[src/rtl/fenwick_prefix_sum_table_assert.svh]
// ----------------------------------------------------------------------------
// fenwick prefix sum table assertion macros
// concurrent checks on clock, disabled while reset is high
// ----------------------------------------------------------------------------
`ifndef FENWICK_PREFIX_SUM_TABLE_ASSERT_SVH
`define FENWICK_PREFIX_SUM_TABLE_ASSERT_SVH

`ifndef NO_ASSERTIONS

// same-cycle implication
`define FPS_ASSERT_IMP(label, ante, cons) \
   label: assert property (@(posedge clock) disable iff (reset) (ante) |-> (cons)) \
      else $error("fenwick table check failed");

// next-cycle implication
`define FPS_ASSERT_NXT(label, ante, cons) \
   label: assert property (@(posedge clock) disable iff (reset) (ante) |=> (cons)) \
      else $error("fenwick table check failed");

`else

`define FPS_ASSERT_IMP(label, ante, cons)

`define FPS_ASSERT_NXT(label, ante, cons)

`endif

`endif

[src/rtl/fps_pkg.sv]
// ----------------------------------------------------------------------------
// fps_pkg
// shared widths, state encoding and controller/datapath bundles
// ----------------------------------------------------------------------------
package fps_pkg;

   localparam int POS_W  = 11;
   localparam int DATA_W = 32;
   // walk index: up to twice the largest size in use
   localparam int IDX_W  = 12;

   localparam logic [POS_W-1:0] SIZE_RESET = 11'd1024;

   typedef enum logic {
      OP_ADD   = 1'b0,
      OP_QUERY = 1'b1
   } op_type;

   typedef enum logic [2:0] {
      ST_CLEAR,
      ST_IDLE,
      ST_SETUP,
      ST_ADD_RD,
      ST_ADD_WR,
      ST_Q_HI,
      ST_Q_LO,
      ST_Q_DONE
   } state_type;

   typedef struct packed {
      logic accept;
      logic clear_step;
      logic add_read;
      logic add_write;
      logic walk_hi;
      logic walk_lo;
      logic result_load;
   } cmd_type;

   typedef struct packed {
      logic clear_last;
      logic op_query;
      logic add_skip;
      logic query_empty;
      logic add_last;
      logic down_last;
      logic low_zero;
      logic pend;
      logic rsp_free;
   } status_type;

   function automatic logic [IDX_W-1:0] low_bit(input logic [IDX_W-1:0] v);
      return v & (~v + 1'b1);
   endfunction

endpackage

[src/rtl/fps_ctrl.sv]
// ----------------------------------------------------------------------------
// fps_ctrl
// sequencer for clearing pass, add walks and two-chain range queries
// ----------------------------------------------------------------------------
module fps_ctrl import fps_pkg::*; (
   input  logic       clock,
   input  logic       reset,
   input  logic       req_valid,
   output logic       req_ready,
   input  status_type status,
   output cmd_type    cmd
);

   state_type state_ff;
   state_type state_in;

   always_ff @(posedge clock) begin
      if (reset) begin
         state_ff <= ST_CLEAR;
      end else begin
         state_ff <= state_in;
      end
   end

   always_comb begin
      state_in  = state_ff;
      cmd       = '0;
      req_ready = 1'b0;
      case (state_ff)
         ST_CLEAR: begin
            cmd.clear_step = 1'b1;
            if (status.clear_last) begin
               state_in = ST_IDLE;
            end
         end
         ST_IDLE: begin
            req_ready = 1'b1;
            if (req_valid) begin
               cmd.accept = 1'b1;
               state_in   = ST_SETUP;
            end
         end
         ST_SETUP: begin
            if (!status.op_query) begin
               state_in = status.add_skip ? ST_IDLE : ST_ADD_RD;
            end else begin
               state_in = status.query_empty ? ST_Q_DONE : ST_Q_HI;
            end
         end
         ST_ADD_RD: begin
            cmd.add_read = 1'b1;
            state_in     = ST_ADD_WR;
         end
         ST_ADD_WR: begin
            cmd.add_write = 1'b1;
            state_in      = status.add_last ? ST_IDLE : ST_ADD_RD;
         end
         ST_Q_HI: begin
            cmd.walk_hi = 1'b1;
            if (status.down_last) begin
               state_in = status.low_zero ? ST_Q_DONE : ST_Q_LO;
            end
         end
         ST_Q_LO: begin
            cmd.walk_lo = 1'b1;
            if (status.down_last) begin
               state_in = ST_Q_DONE;
            end
         end
         ST_Q_DONE: begin
            // wait for the last node to land in the accumulator and for the response register to be free
            if (!status.pend && status.rsp_free) begin
               cmd.result_load = 1'b1;
               state_in        = ST_IDLE;
            end
         end
         default: begin
            state_in = ST_IDLE;
         end
      endcase
   end

`include "fenwick_prefix_sum_table_assert.svh"

   `FPS_ASSERT_NXT(a_clear_done, state_ff == ST_CLEAR && status.clear_last, state_ff == ST_IDLE)
   `FPS_ASSERT_IMP(a_wr_after_rd, state_ff == ST_ADD_WR, $past(state_ff) == ST_ADD_RD)
   `FPS_ASSERT_IMP(a_load_settled, cmd.result_load, !status.pend && status.rsp_free)

endmodule

[config.mk]
export PLATFORM = sky130hd
export DESIGN_NAME = fps_ctrl
export DESIGN_NICKNAME = d
export VERILOG_FILES = /design/src/rtl/fps_pkg.sv /design/src/rtl/fps_ctrl.sv
export VERILOG_INCLUDE_DIRS = /design/src /design/src/rtl
export SDC_FILE = /design/constraint.sdc
export NUM_CORES = 1
export LEC_CHECK = 0
export ABC_AREA = 1
export BUFFER_PORTS_ARGS = -buffer_cell sky130_fd_sc_hd__buf_2
export CELL_PAD_IN_SITES_DETAIL_PLACEMENT = 1
export CELL_PAD_IN_SITES_GLOBAL_PLACEMENT = 2
export CORE_MARGIN = 1
export CORE_UTILIZATION = 17
export DETAILED_ROUTE_END_ITERATION = 10
export PLACE_DENSITY = 0.67
export SLEW_MARGIN = 20
export SYNTH_ARGS = -nofsm -noshare
export SYNTH_HDL_FRONTEND = slang
export SYNTH_SLANG_ARGS = --single-unit
[constraint.sdc]
create_clock -name clock -period 1.06 [get_ports clock]
set_input_delay 0.053 -clock clock [delete_from_list [all_inputs] [get_ports clock]]
set_output_delay 0.053 -clock clock [all_outputs]
set_load 0.02 [all_outputs]
==> run metrics <==
Largest register FFs 3; WP buf/inv 3; Net Sw Power 934 uW; Synth cell types 18; fin. max-slew vios 0; post-synth top area share 16.2%; status finished with violations; die height 48.7 um; worst-case reg-to-reg path depth 9; gr ovfl total 0; final non-filler cell total 129; slowest CP cell dfxtp_4; die area 2370 um2; YS warnings 0; Antenna Nets Post-Route 0; root buf cell clkbuf_4; total global-route track usage 13.0%; syn_nets 76; Setup crit start kind flip-flop; crit end category output port; IO buf count 19; Detailed Route WL 1550 um; vias per cell between 4 and 5; Worst-Skew Late Latency 0.23 ns; routed len/inst 12.0 um; Synth area leader dfxtp_1; Num CTS Buffers 3; # diodes 0; vias around 540; clock slew at reported path FFs approximately 0.03 ns; Avg Cell Area, Syn between 5 and 6 um2; fmax 0.839 GHz; clock power share roughly 10%; Worst VDD drop 0.934 mV; RSZ-0062 raised after global routing yes; setup TNS -1.02 ns; Synth Cell Area 370 um2; Tmin final 1.19 ns; failing checks setup timing; max incr delay on CP 0.38 ns; r2r startpoint state_ff[1]$_SDFFE_PP0P_; critical path, cell by cell buf_6 > nand2_4 > buf_6 > nor3_2 > buf_4; hold_sp status[2]; Pint 1.04 mW; Initial Utilization 18.5%; final hold violation count 0; Routability Congestion roughly 0.74; layout cells sized above 1 58.8%; crit-path leading delay family buffers and inverters; Cells after Synth 64; Layout Nets 115; synthesized flop and latch total 3; Area Growth Syn to Fin 110%; Synth Flop Type dfxtp_1; dpl cells 123; Hold EP state_ff[0]$_SDFFE_PP0P_; crit-path max FO 6; sequential area share after synthesis 16.2%; worst reg-to-reg setup slack -0.08 ns; initial DRC count 12; Area contributors post-synth dfxtp_1, nand2_1, inv_1; Leak 0.420 nW; RR Endpoint state_ff[0]$_SDFFE_PP0P_; Crit path top cell by count buf_6; worst setup margin -0.132 ns; max_slew headroom 85.6%; max cap viols 0; core area approximately 2000 um2; DR pass1 iterations 3; Max clock buf depth 2; Clock Skew 0.00580 ns; initial antenna violation count 0; WP data required 1.01 ns; Flop pwr share 15.2%; type of the tightest min-delay check in2reg; largest net degree at the start of global routing 7; H-tree depth 1; worst slew pin tran ~0.21 ns; PwrDens 2540 nW/um2; WS Path Type reg2out; clk sinks 3; Net Sw Frac 47.2%; most frequent cells in the layout nand2_1, buf_6, buf_2, buf_4, inv_1; Setup-failing EPs final 11; top flop regs state_ff: 3 flops; CTS tree built; Gate power share 74.8%; number of synthesized flops with an enable pin 0; async set-reset flop share out of synthesis 0%; hpwl dp 1100 um; first-pass GRT wire length 2420 um; period utilization 112%; row cnt 16; DRC viols 0; # IOs 20; Top reg by flops state_ff; number of global-route vias before repair 600; Worst Path Arrival 1.14 ns; hold depth 5; die width 48.7 um
==> cell families (layout without fill, tap and decap cells) <==
group | Yosys count | in the layout | synth area share (%)
flops | 3 | 3 | 16.2
buf+inv | 15 | 53 | 18.2
compound gates | 5 | 5 | 7.09
simple gates | 41 | 41 | 58.4
==> worst min-delay path, stage by stage <==
cell	delay, ns
buf_2	0.08
o22ai_1	0.07
nand3_1	0.08
nand2_1	0.05
nor2_1	0.07
==> synth_stat cells, types with 2 or more instances <==
cell type	n
nand2_2	2
nand2_1	14
inv_1	12
nand3_2	2
dfxtp_1	3
nand2_4	2
nor3_1	4
nand4_1	2
a21oi_1	3
nor2_1	8
nand3_1	5
==> power groups by stage <==
stage | clock (mW) | combinational [mW] | sequential, mW
final | 0.198 | 1.48 | 0.300
after global routing | 0.218 | 1.61 | 0.311
after CTS | 0.201 | 1.31 | 0.280
after detailed placement | 0 | 1.12 | 0.237
after global placement | 0 | 1.12 | 0.234
after floorplan | 0 | 0.715 | 0.207
==> stage by stage <==
| stage | hold WS, ns | util (%) | setup WS [ns] | total power [mW] | area, um2 |
|---|---|---|---|---|---|
| floorplan | 0.122 | - | -0.0745 | 0.922 | 383 |
| global placement | 0.241 | 30.3 | -0.171 | 1.35 | 606 |
| detailed placement | 0.248 | 30.3 | -0.181 | 1.36 | 606 |
| CTS | 0.00162 | 35.6 | -0.129 | 1.79 | 713 |
| global route | 0.244 | 38.9 | -0.198 | 2.14 | 779 |
| finish | 0.215 | 38.9 | -0.132 | 1.98 | 779 |
==> worst max-delay path by stage <==
| stage | start | end | slack (ns) | cells after the start |
|---|---|---|---|---|
| 3_3_place_gp | state_ff[2]$_SDFFE_PP0P_ | state_ff[1]$_SDFFE_PP0P_ | -0.17 | 9 |
| 3_5_place_dp | state_ff[2]$_SDFFE_PP0P_ | state_ff[1]$_SDFFE_PP0P_ | -0.18 | 9 |
| 4_1_cts | state_ff[0]$_SDFFE_PP0P_ | cmd[2] | -0.13 | 5 |
| 2_1_floorplan | state_ff[1]$_SDFFE_PP0P_ | cmd[0] | -0.07 | 2 |
| 6_report | state_ff[0]$_SDFFE_PP0P_ | cmd[6] | -0.13 | 5 |
| 5_1_grt | state_ff[1]$_SDFFE_PP0P_ | state_ff[0]$_SDFFE_PP0P_ | -0.20 | 9 |
==> area by class of cell <==
cell class                      instances  area, um2
Fill cell                             269       1220
Timing Repair Buffer                   36        294
Inverter                               13       53.8
Clock buffer                            4       26.3
Multi-Input combinational cell         46        300
Tap cell                               27       33.8
Sequential cell                         3       71.3
==> layer usage <==
metal / vias up / wire length [um] / global-route usage, %
li1: 279 / - / -
met5: - / 0 / 0
met3: 2 / 56 / 3.14
met2: 18 / 857 / 25.0
met4: 0 / 28 / 2.94
met1: 242 / 606 / 14.2
==> timing repair <==
action | CTS | global route
setup endpoints to repair | 11 | 11
hold buffers | 0 | 1
pin swaps | 0 | 3
resized for setup | 26 | 14
buffers inserted | 1 | 0
hold endpoints to repair | 0 | 1
No activity file was read; power rests on OpenSTA's default activity.
